[src/sv/psvm_pkg.sv]
`timescale 1ns / 1ps
`default_nettype none
// ----------------------------------------------------------------------------
// psvm_pkg
// Shared types, codes and constants of the sample playback voice mixer.
// ----------------------------------------------------------------------------
package psvm_pkg;

    // Default sizes
    localparam int VOICE_COUNT_DEF  = 16;
    localparam int NUM_KEYS_DEF     = 19;
    localparam int SAMPLE_DEPTH_DEF = 65536;

    // Field widths
    localparam int FUNC_W   = 3;
    localparam int ADDR_W   = 16;
    localparam int SAMPLE_W = 16;
    localparam int KEY_W    = 5;
    localparam int LEN_W    = 17;
    localparam int GAIN_W   = 13;
    localparam int LEVEL_W  = 7;
    localparam int COUNT_W  = 5;
    localparam int CFG_IDX_W = 2;

    // Operation codes
    localparam logic [FUNC_W-1:0] FUNC_WRITE    = 3'd0;
    localparam logic [FUNC_W-1:0] FUNC_SET_KEY  = 3'd1;
    localparam logic [FUNC_W-1:0] FUNC_PLAY_KEY = 3'd2;
    localparam logic [FUNC_W-1:0] FUNC_PLAY_BGM = 3'd3;
    localparam logic [FUNC_W-1:0] FUNC_STOP_BGM = 3'd4;
    localparam logic [FUNC_W-1:0] FUNC_TICK     = 3'd5;

    // Register indexes
    localparam logic [CFG_IDX_W-1:0] CFG_MASTER = 2'd0;
    localparam logic [CFG_IDX_W-1:0] CFG_KEY    = 2'd1;
    localparam logic [CFG_IDX_W-1:0] CFG_BGM    = 2'd2;

    // Levels and gains
    localparam logic [LEVEL_W-1:0] LEVEL_MAX        = 7'd100;
    localparam logic [LEVEL_W-1:0] MASTER_RESET     = 7'd80;
    localparam logic [LEVEL_W-1:0] KEY_LEVEL_RESET  = 7'd80;
    localparam logic [LEVEL_W-1:0] BGM_LEVEL_RESET  = 7'd75;
    localparam logic [GAIN_W-1:0]  GAIN_ONE         = 13'd4096;
    localparam int                 GAIN_SHIFT       = 12;

    // Divide by 10000: floor(m * RECIP / 2^32) is q or q-1 for m < 2^29
    localparam int                 MAG_W    = 29;
    localparam int                 QUOT_W   = 16;
    localparam logic [18:0]        RECIP    = 19'd429496;
    localparam int                 RECIP_SHIFT = 32;
    localparam logic [MAG_W-1:0]   DIVISOR  = 29'd10000;

    // Product widths
    localparam int P1_W = 24;
    localparam int P2_W = 31;
    localparam int P3_W = 44;

    // Controller to datapath commands
    typedef struct packed {
        logic exec_op;
        logic clear_acc;
        logic scan;
        logic mul1;
        logic mul2;
        logic mul3;
        logic absval;
        logic div1;
        logic div2;
        logic acc;
        logic load_out;
    } cmd_t;

    // Datapath to controller status
    typedef struct packed {
        logic voice_hit;
        logic out_busy;
    } status_t;

endpackage
`default_nettype wire

[src/sv/psvm_ctrl.sv]
`timescale 1ns / 1ps
`default_nettype none
// ----------------------------------------------------------------------------
// psvm_ctrl
// Controller: takes items, sequences the per-voice mix steps of a tick.
// ----------------------------------------------------------------------------
module psvm_ctrl #(
    parameter int VOICE_COUNT = psvm_pkg::VOICE_COUNT_DEF,
    parameter int VIW = $clog2(VOICE_COUNT)
) (
    input  wire logic                          clk,
    input  wire logic                          rst_n,
    input  wire logic                          in_valid,
    output logic                               in_stall,
    input  wire logic [psvm_pkg::FUNC_W-1:0]   func,
    output psvm_pkg::cmd_t                     cmd,
    input  wire psvm_pkg::status_t             status,
    output logic [VIW-1:0]                     vidx
);

    localparam logic [3:0] ST_IDLE = 4'd0;
    localparam logic [3:0] ST_SCAN = 4'd1;
    localparam logic [3:0] ST_MUL1 = 4'd2;
    localparam logic [3:0] ST_MUL2 = 4'd3;
    localparam logic [3:0] ST_MUL3 = 4'd4;
    localparam logic [3:0] ST_ABS  = 4'd5;
    localparam logic [3:0] ST_DIV1 = 4'd6;
    localparam logic [3:0] ST_DIV2 = 4'd7;
    localparam logic [3:0] ST_ACC  = 4'd8;
    localparam logic [3:0] ST_DONE = 4'd9;

    logic [3:0]     state_reg, state_next;
    logic [VIW-1:0] vidx_reg, vidx_next;
    logic           accept;
    logic           last;

    assign in_stall = (state_reg != ST_IDLE);
    assign accept   = in_valid && !in_stall;
    assign last     = (vidx_reg == VIW'(VOICE_COUNT - 1));
    assign vidx     = vidx_reg;

    // Next state and commands
    always_comb
    begin
        state_next = state_reg;
        vidx_next  = vidx_reg;
        cmd        = '0;
        case (state_reg)
            ST_IDLE:
            begin
                if (accept)
                begin
                    if (func == psvm_pkg::FUNC_TICK)
                    begin
                        cmd.clear_acc = 1'b1;
                        vidx_next     = '0;
                        state_next    = ST_SCAN;
                    end
                    else
                    begin
                        cmd.exec_op = 1'b1;
                    end
                end
            end
            ST_SCAN:
            begin
                cmd.scan = 1'b1;
                if (status.voice_hit)
                begin
                    state_next = ST_MUL1;
                end
                else if (last)
                begin
                    state_next = ST_DONE;
                end
                else
                begin
                    vidx_next = vidx_reg + 1'b1;
                end
            end
            ST_MUL1:
            begin
                cmd.mul1   = 1'b1;
                state_next = ST_MUL2;
            end
            ST_MUL2:
            begin
                cmd.mul2   = 1'b1;
                state_next = ST_MUL3;
            end
            ST_MUL3:
            begin
                cmd.mul3   = 1'b1;
                state_next = ST_ABS;
            end
            ST_ABS:
            begin
                cmd.absval = 1'b1;
                state_next = ST_DIV1;
            end
            ST_DIV1:
            begin
                cmd.div1   = 1'b1;
                state_next = ST_DIV2;
            end
            ST_DIV2:
            begin
                cmd.div2   = 1'b1;
                state_next = ST_ACC;
            end
            ST_ACC:
            begin
                cmd.acc = 1'b1;
                if (last)
                begin
                    state_next = ST_DONE;
                end
                else
                begin
                    vidx_next  = vidx_reg + 1'b1;
                    state_next = ST_SCAN;
                end
            end
            ST_DONE:
            begin
                // hold until the output register is free
                if (!status.out_busy)
                begin
                    cmd.load_out = 1'b1;
                    state_next   = ST_IDLE;
                end
            end
            default:
            begin
                state_next = ST_IDLE;
            end
        endcase
    end

    always_ff @(posedge clk or negedge rst_n)
    begin
        if (!rst_n)
        begin
            state_reg <= ST_IDLE;
            vidx_reg  <= '0;
        end
        else
        begin
            state_reg <= state_next;
            vidx_reg  <= vidx_next;
        end
    end

endmodule
`default_nettype wire

[config.mk]
export PLATFORM = sky130hd
export DESIGN_NAME = psvm_ctrl
export DESIGN_NICKNAME = d
export VERILOG_FILES = /design/src/sv/psvm_pkg.sv /design/src/sv/psvm_ctrl.sv
export SDC_FILE = /design/constraint.sdc
export NUM_CORES = 1
export LEC_CHECK = 0
export BUFFER_PORTS_ARGS = -buffer_cell sky130_fd_sc_hd__clkbuf_2
export CORE_AREA = 3 3 40 42
export DETAILED_ROUTE_END_ITERATION = 8
export DIE_AREA = 0 0 43 45
export HOLD_SLACK_MARGIN = 0.06
export PLACE_DENSITY = 0.78
export RECOVER_POWER = 100
export SLEW_MARGIN = 15
export SYNTH_ARGS = -nofsm -noshare
export SYNTH_HDL_FRONTEND = slang
export SYNTH_SLANG_ARGS = --single-unit
[constraint.sdc]
create_clock -name clk -period 2.5 [get_ports clk]
set_input_delay 0.5 -clock clk [delete_from_list [all_inputs] [get_ports clk]]
set_output_delay 0.5 -clock clk [all_outputs]
set_load 0.02 [all_outputs]
==> results.toml, run 1 <==
[global_routing]
grt_pass1_wl_um = 2500
grt_overflow = 0
grt_max_degree = 16
grt_antenna_before_repair = 0
grt_pass1_vias = 564
grtUsageTotal_pct = 17.6

[worst_hold_path]
holdCritPathClass = "in2async"

[layout]
final_util_pct = 57.4
drive_gt1_share_pct = 14.1
final_cells = 114
final_area_um2 = 737
fin_nets = 110
layout_commonest_cell = "clkbuf_1"
n_antenna_cell = 0
area_growth_pct = 16.6
layout_common_cells = "clkbuf_1 (16), nor2_1 (12), dfrtp_1 (8)"

[routing]
viasPerCell = 5.78
num_vias = 659
avgRoutedWirePerCell_um = 12.8
postRouteAntennaNets = 0
drt_iter0_markers = 12
drt_wl_total_um = 1460
dr.pass1.iters = 4
drc = 0

[clock_network]
cts_max_level = 1
cts_buffer_depth = 2
worstSkewPairLatency_ns = 0.26
postCtsSetupRepairBufs = 0
cts_made_buffers = 3
clkSlewWorstSetupHoldPaths_ns = 0.06
hold_buffers = 0
cts_num_sinks = 8
cts-resized-gates = 0
cts_root_buf = "clkbuf_4"
cts_tree = "yes"

[sta]
fin_hold_ws_ns = 0.152
slew_viol_final = 0
rsz0062_at_grt = "no"
finalSetupViolations = 0
clock.fmax_ghz = 0.463
min_period_over_period_pct = 86.5
slew_headroom_pct = 50.4
setup_ws_ns = 0.338
tightest_slew_ns = 0.738
period_needed_ns = 2.16
final.setup.tns_ns = 0
hold_violations = 0
skew_ns = 0.00631

[synthesis]
synth_edf_count = 0
ys_seq_area_share_pct = 31.7
ys_ff_latch = 8
syn_area_um2 = 632
async_flop_share_pct = 100
yosysWarnings = 0
synth_cell_types = 31
syn_nets = 86
syn_inst = 77
ys.flop_type = "dfrtp_1"
synth_area_per_cell_um2 = 8.21

[critical_path]
cp_max_fo = 15
r2r_setup_slack_ns = 0.67
rr_endpoint = "vidx[3]"
arrival_ns = 1.66
r2r-start = "state_reg[3]"
endpoint = "cmd[9]"
reg2reg_depth = 4
cp-startpoint = "state_reg[3]"
endpoint_kind = "primary output"
start_kind = "flip-flop"
crit_type = "reg2out"
critPathRequiredTime_ns = 2.00

[power]
powerDensity_nw_per_um2 = 1430
ir_drop_v = 0.000708
total_power_mw = 1.05
leakage_nw = 0.297

[floorplan]
rows = 13
io_pins = 24
die-area_um2 = 1940
start_util_pct = 49.2
die_x_um = 43
core_um2 = 1280
die_y_um = 45

[place]
routabilityCongestion = 0.846
dp.cells = 111
dpl.hpwl_um = 1080
dpl_cell_area_um2 = 746
numPortBuffers = 23
pre_cts_ws_ns = 0.660

[outcome]
status = "finished, final reports clean"

[flow_run]
cap_violations = 0
-- cell usage after synthesis, types with 2 or more instances --
library cell / n / area share, %
nor2_1: 12 / 7.1
dfrtp_1: 8 / 32
a21oi_1: 6 / 4.8
nand2b_1: 6 / 5.9
nor3_1: 6 / 4.8
buf_2: 4 / 3.2
inv_1: 3 / 1.8
nand2_1: 3 / 1.8
nand3_1: 3 / 2.4
a31oi_1: 2 / 2.0
o211ai_1: 2 / 2.4
o21a_1: 2 / 2.4
o21ai_1: 2 / 1.6
-- kinds of logic (layout without fill, tap and decap cells) --
logic type	count (synthesis)	count (layout)	synth area share, %
AND/OR/NAND/NOR	35	35	32.7
AO/OA/AOI/OAI	24	24	25.9
flip-flops	8	8	31.7
buffers and inverters	7	29	4.95
XOR/XNOR	2	2	2.77
adder cells (fa/ha/maj)	1	1	1.98
-- per-layer routing --
metal	up-vias	part of all wire [%]	global-route usage (%)	wire, µm
met5	-	0	0	0
li1	329	-	-	-
met1	298	41	22.0	603
met4	0	2.5	12.7	37
met3	5	7.3	2.79	106
met2	27	49	27.8	710
-- report_power, final --
group | switching, mW | total (mW) | internal, mW
Combinational | 0.353 | 0.594 | 0.241
Sequential | 0.162 | 0.352 | 0.191
Clock | 0.0496 | 0.105 | 0.0553
Total | 0.564 | 1.05 | 0.487
-- layout make-up --
cell class | instances | area (µm²)
repair buffers | 23 | 95.1
well taps | 15 | 18.8
multi-input cells | 62 | 389
fillers | 135 | 548
clock buffers | 3 | 22.5
inverters | 3 | 11.3
flip-flops and latches | 8 | 200
-- worst min-delay path by stage --
stage          start      endpoint  slack (ns)  cells after the start
6_report       rst_n       vidx[3]        0.15                      1
5_1_grt        rst_n  state_reg[2]        0.19                      1
4_1_cts        rst_n  state_reg[2]        0.07                      1
3_5_place_dp   rst_n  state_reg[2]        0.36                      1
3_3_place_gp   rst_n  state_reg[2]        0.36                      1
2_1_floorplan  rst_n  state_reg[0]        0.20                      0
-- worst max-delay path: stages, from the launching register on --
cell and delay, ns:
dfrtp_1 0.56, nor4_2 0.36, inv_1 0.12, nor2_1 0.12, clkbuf_1 0.24
(Power assumes the default switching activity.)
==> run 2: changes to the inputs <==
--- a/config.mk
+++ b/config.mk
@@ -12,6 +12,7 @@
 export HOLD_SLACK_MARGIN = 0.06
 export PLACE_DENSITY = 0.78
 export RECOVER_POWER = 100
+export REMOVE_ABC_BUFFERS = 1
 export SLEW_MARGIN = 15
 export SYNTH_ARGS = -nofsm -noshare
 export SYNTH_HDL_FRONTEND = slang
==> run 2 against run 1 <==
Via count is 1.8% lower. Register-to-register slack better by 0.05 ns. Sequential share of layout area is 0.14 points higher. Critical path depth stayed put. Clock-buffer cell count stayed put. Worst setup slack worse by 0.039 ns. Final cell count stayed put. Die area stayed put. Utilization is 0.29 points lower. Sequential power hardly changed. Critical endpoint unchanged. Highest routed layer unchanged.
==> results.toml, run 2 (synthesized netlist as in run 1, its figures left out) <==
[layout]
fill_cells = 130
n_antenna_cell = 0
area_growth_pct = 16.0
multi_input_area_um2 = 383
layout_common_cells = "clkbuf_1 (14), nor2_1 (12), clkbuf_2 (9)"
regArea_um2 = 200
drive_gt1_share_pct = 15.2
fin_nets = 110
layout_commonest_cell = "clkbuf_1"

[routing]
postRouteAntennaNets = 0
dr.pass1.iters = 4
drt_wl_total_um = 1520
drc = 0
num_vias = 647
avgRoutedWirePerCell_um = 13.3
viasPerCell = 5.68
drt_iter0_markers = 4

[sta]
fin_hold_ws_ns = 0.160
finalSetupViolations = 0
min_period_over_period_pct = 88.0
slew_headroom_pct = 53.5
clock.fmax_ghz = 0.454
skew_ns = 0.00181
slew_viol_final = 0
period_needed_ns = 2.20
tightest_slew_ns = 0.693
rsz0062_at_grt = "no"
final.setup.tns_ns = 0
hold_violations = 0

[critical_path]
reg2reg_depth = 4
r2r-start = "state_reg[3]"
rr_endpoint = "vidx[3]"
endpoint_kind = "primary output"
critPathRequiredTime_ns = 2.00
start_kind = "flip-flop"
crit_type = "reg2out"
cp-startpoint = "state_reg[3]"
cp_max_fo = 15
arrival_ns = 1.70
r2r_setup_slack_ns = 0.72

[worst_hold_path]
holdCritPathClass = "in2async"

[floorplan]
die-area_um2 = 1940
io_pins = 24
die_x_um = 43
rows = 13
start_util_pct = 49.2
die_y_um = 45
core_um2 = 1280

[clock_network]
clkSlewWorstSetupHoldPaths_ns = 0.06
cts_buffer_depth = 2
cts_made_buffers = 3
postCtsSetupRepairBufs = 0
cts-resized-gates = 0
cts_tree = "yes"
hold_buffers = 0
cts_root_buf = "clkbuf_4"
cts_num_sinks = 8
worstSkewPairLatency_ns = 0.26
cts_max_level = 1

[global_routing]
grtUsageTotal_pct = 17.2
grt_overflow = 0
grt_max_degree = 16
grt_antenna_before_repair = 0
grt_pass1_vias = 539
grt_pass1_wl_um = 2340

[place]
dpl.hpwl_um = 1130
numPortBuffers = 23
routabilityCongestion = 0.763

[power]
total_power_mw = 1.05
ir_drop_v = 0.000747
powerDensity_nw_per_um2 = 1430
leakage_nw = 0.303

[outcome]
status = "finished, final reports clean"

[flow_run]
cap_violations = 0
[run 2: through the flow]
| step | util, % | instance area [µm²] | cells | worst slack [ns] |
|---|---|---|---|---|
| floorplan | - | 612 | 73 | 0.607 |
| global placement | 58.0 | 746 | 111 | 0.688 |
| detailed placement | 58.0 | 746 | 111 | 0.655 |
| CTS | 59.8 | 768 | 114 | 0.364 |
| global route | 57.1 | 733 | 114 | 0.123 |
| finish | 57.1 | 733 | 114 | 0.299 |
[run 2: worst max path at each step]
stage	end	slack, ns	cells after the start
after floorplan	cmd[10]	0.61	3
after global placement	cmd[9]	0.69	4
after detailed placement	cmd[9]	0.65	4
after CTS	cmd[9]	0.36	4
after global routing	cmd[9]	0.12	4
final	cmd[9]	0.30	4
[run 2: per-layer routing]
metal  vias up  track usage, %  routed length [µm]
li1        325               -                   -
met4         0            11.4                  24
met5         -               0                   0
met3         4            7.57                  90
met1       296            19.7                 686
met2        22            26.0                 719
[run 2: area by class of cell]
| class | instances | share of cell area, % |
|---|---|---|
| inverter | 3 | 1.54 |
| tap | 15 | 2.56 |
| multi-input combinational | 62 | 52.2 |
| sequential | 8 | 27.3 |
| clock buffer | 3 | 3.07 |
| timing repair buffer | 23 | 13.3 |
[run 2: where the power goes]
part           switching, mW  internal (mW)
Clock                 0.0461         0.0551
Sequential             0.159          0.191
Combinational          0.358          0.238
[run 2: worst max-delay path, cell delays in order (launching register included)]
cell and delay [ns]:
dfrtp_1 0.56, nor4_1 0.46, inv_1 0.13, nor2_1 0.12
clkbuf_2 0.18
==> run 3: changes to the inputs <==
--- a/config.mk
+++ b/config.mk
@@ -5,6 +5,7 @@
 export SDC_FILE = /design/constraint.sdc
 export NUM_CORES = 1
 export LEC_CHECK = 0
+export ABC_AREA = 1
 export BUFFER_PORTS_ARGS = -buffer_cell sky130_fd_sc_hd__clkbuf_2
 export CORE_AREA = 3 3 40 42
 export DETAILED_ROUTE_END_ITERATION = 8
==> run 3 against run 2 <==
Sequential power is 32% lower. Global-route usage fell by 0.084 points. Via count up 7.0%. Critical path type unchanged. Critical endpoint unchanged.
==> results.toml, run 3 <==
[outcome]
status = "finished, final reports clean"

[global_routing]
grt_antenna_before_repair = 0
grt_pass1_vias = 611
grt_overflow = 0
grtUsageTotal_pct = 17.1
grt_max_degree = 9
grt_pass1_wl_um = 2460

[synthesis]
synth_cell_types = 21
async_flop_share_pct = 100
ys_seq_area_share_pct = 31.2
yosysMostFrequentCell = "nand2_1"
synth_area_per_cell_um2 = 6.55
yosysWarnings = 0
synth_edf_count = 0
synthTopCellsByArea = "dfrtp_1 (31%), nand2_1 (15%), nor2_1 (7.6%)"
syn_area_um2 = 642
syn_inst = 98
ys.flop_type = "dfrtp_1"
yosysTopAreaCell = "dfrtp_1"
synthTopCellsByCount = "nand2_1 (26), nor2_1 (13), inv_1 (12)"
synth_top_cell_area_share_pct = 31.2
ys_ff_latch = 8

[clock_network]
cts_num_sinks = 8
cts_root_buf = "clkbuf_4"
cts-resized-gates = 0
clkSlewWorstSetupHoldPaths_ns = 0.06
cts_buffer_depth = 2
postCtsSetupRepairBufs = 0
cts_max_level = 1
worstSkewPairLatency_ns = 0.25
cts_made_buffers = 3
cts_tree = "yes"
hold_buffers = 0

[critical_path]
r2r-start = "state_reg[2]"
crit_type = "reg2out"
cp_max_fo = 6
r2r_setup_slack_ns = 0.95
arrival_ns = 1.58
reg2reg_depth = 9
endpoint_kind = "primary output"
rr_endpoint = "vidx[2]"
critPathRequiredTime_ns = 2.00
start_kind = "flip-flop"

[sta]
clock.fmax_ghz = 0.480
finalSetupViolations = 0
final.setup.tns_ns = 0
rsz0062_at_grt = "no"
tightest_slew_ns = 0.466
min_period_over_period_pct = 83.3
slew_viol_final = 0
skew_ns = 0.00271
period_needed_ns = 2.08
slew_headroom_pct = 68.9
setup_ws_ns = 0.417
hold_violations = 0

[floorplan]
start_util_pct = 50.0
die_x_um = 43
core_um2 = 1280
io_pins = 24
die-area_um2 = 1940
rows = 13
die_y_um = 45

[routing]
drt_wl_total_um = 1480
avgRoutedWirePerCell_um = 10.6
wl_met3_um = 85
num_vias = 692
dr_wl_met2_um = 725
dr.pass1.iters = 4
wl_met1_um = 640
drc = 0
viasPerCell = 4.98
postRouteAntennaNets = 0
drt_iter0_markers = 8
top_layer_used = "met4"

[layout]
fill_cells = 149
regArea_um2 = 200
fin_nets = 135
layout_common_cells = "nand2_1 (28), clkbuf_1 (17), nor2_1 (15)"
n_antenna_cell = 0
drive_gt1_share_pct = 15.3
multi_input_area_um2 = 364
layout_commonest_cell = "nand2_1"
area_growth_pct = 17.9

[power]
total_power_mw = 0.926
powerDensity_nw_per_um2 = 1220
ir_drop_v = 0.000701
leakage_nw = 0.417

[place]
numPortBuffers = 23
routabilityCongestion = 0.773
dpl.hpwl_um = 1240
pre_cts_ws_ns = 0.783

[worst_hold_path]
holdCritPathClass = "in2async"

[flow_run]
cap_violations = 0
[run 3: cell types whose count changed in the layout (fill, tap and decap cells not counted), moves of 3 or more]
cell      delta
nor2_1       +3
clkbuf_2     -3
nand2b_1     -6
nor3_1       -3
inv_1        +9
clkbuf_1     +3
nand2_2      +5
nand2_1     +25
nand3_1      +6
nand4_1      +3
a21oi_1      -4
[run 3: critical path, cell delays in order, from the launching register on]
cell,delay (ns)
dfrtp_1,0.38
inv_1,0.14
nand2_1,0.13
nor2_1,0.18
inv_1,0.09
nor4_1,0.16
clkbuf_1,0.26
[run 3: cell type report]
| cell class | count | share of cell area [%] |
|---|---|---|
| tap | 15 | 2.48 |
| sequential | 8 | 26.4 |
| timing repair buffer | 23 | 12.4 |
| multi-input combinational | 75 | 48.1 |
| clock buffer | 3 | 2.98 |
| inverter | 15 | 7.60 |
[run 3: metrics by stage]
step | cell area [µm²] | utilization (%) | hold slack, ns | std cells
6_report | 757 | 58.9 | 0.166 | 139
5_1_grt | 757 | 58.9 | 0.190 | 139
4_1_cts | 798 | 62.1 | 0.0886 | 139
3_5_place_dp | 776 | 60.4 | 0.361 | 136
3_3_place_gp | 776 | 60.4 | 0.360 | 136
2_1_floorplan | 642 | - | 0.204 | 98
[run 3: layer usage]
layer  vias to the layer above  track usage, %
li1                        362               -
met1                       315            21.1
met2                        11            26.9
met3                         4            7.57
met4                         0            5.42
met5                         -               0
[run 3: kinds of logic (layout without fill, tap and decap cells)]
| logic type | Yosys count | in the layout | share of synthesized area, % |
|---|---|---|---|
| adders and majority gates | 1 | 1 | 1.95 |
| and+or+nand+nor | 68 | 68 | 51.9 |
| xor gates and xnor gates | 1 | 1 | 1.36 |
| DFF | 8 | 8 | 31.2 |
| AOI/OAI and AO/OA | 5 | 5 | 4.68 |
| buffers and inverters | 15 | 41 | 8.97 |
[run 3: worst max-delay path by stage]
| stage | from | end | slack, ns | cells after the start |
|---|---|---|---|---|
| finish | state_reg[2] | cmd[9] | 0.42 | 6 |
| CTS | state_reg[0] | cmd[9] | 0.51 | 6 |
| detailed placement | state_reg[0] | cmd[9] | 0.78 | 6 |
| global placement | state_reg[0] | cmd[9] | 0.83 | 6 |
| global route | state_reg[2] | cmd[9] | 0.23 | 6 |
| floorplan | state_reg[0] | cmd[9] | 0.52 | 5 |
[run 3: power by group]
part	leakage [nW]	switching, mW	internal [mW]	total (mW)
clock	0.0138	0.0454	0.0550	0.100
combinational	0.298	0.418	0.172	0.589
sequential	0.106	0.0630	0.174	0.237
total	0.417	0.526	0.400	0.926
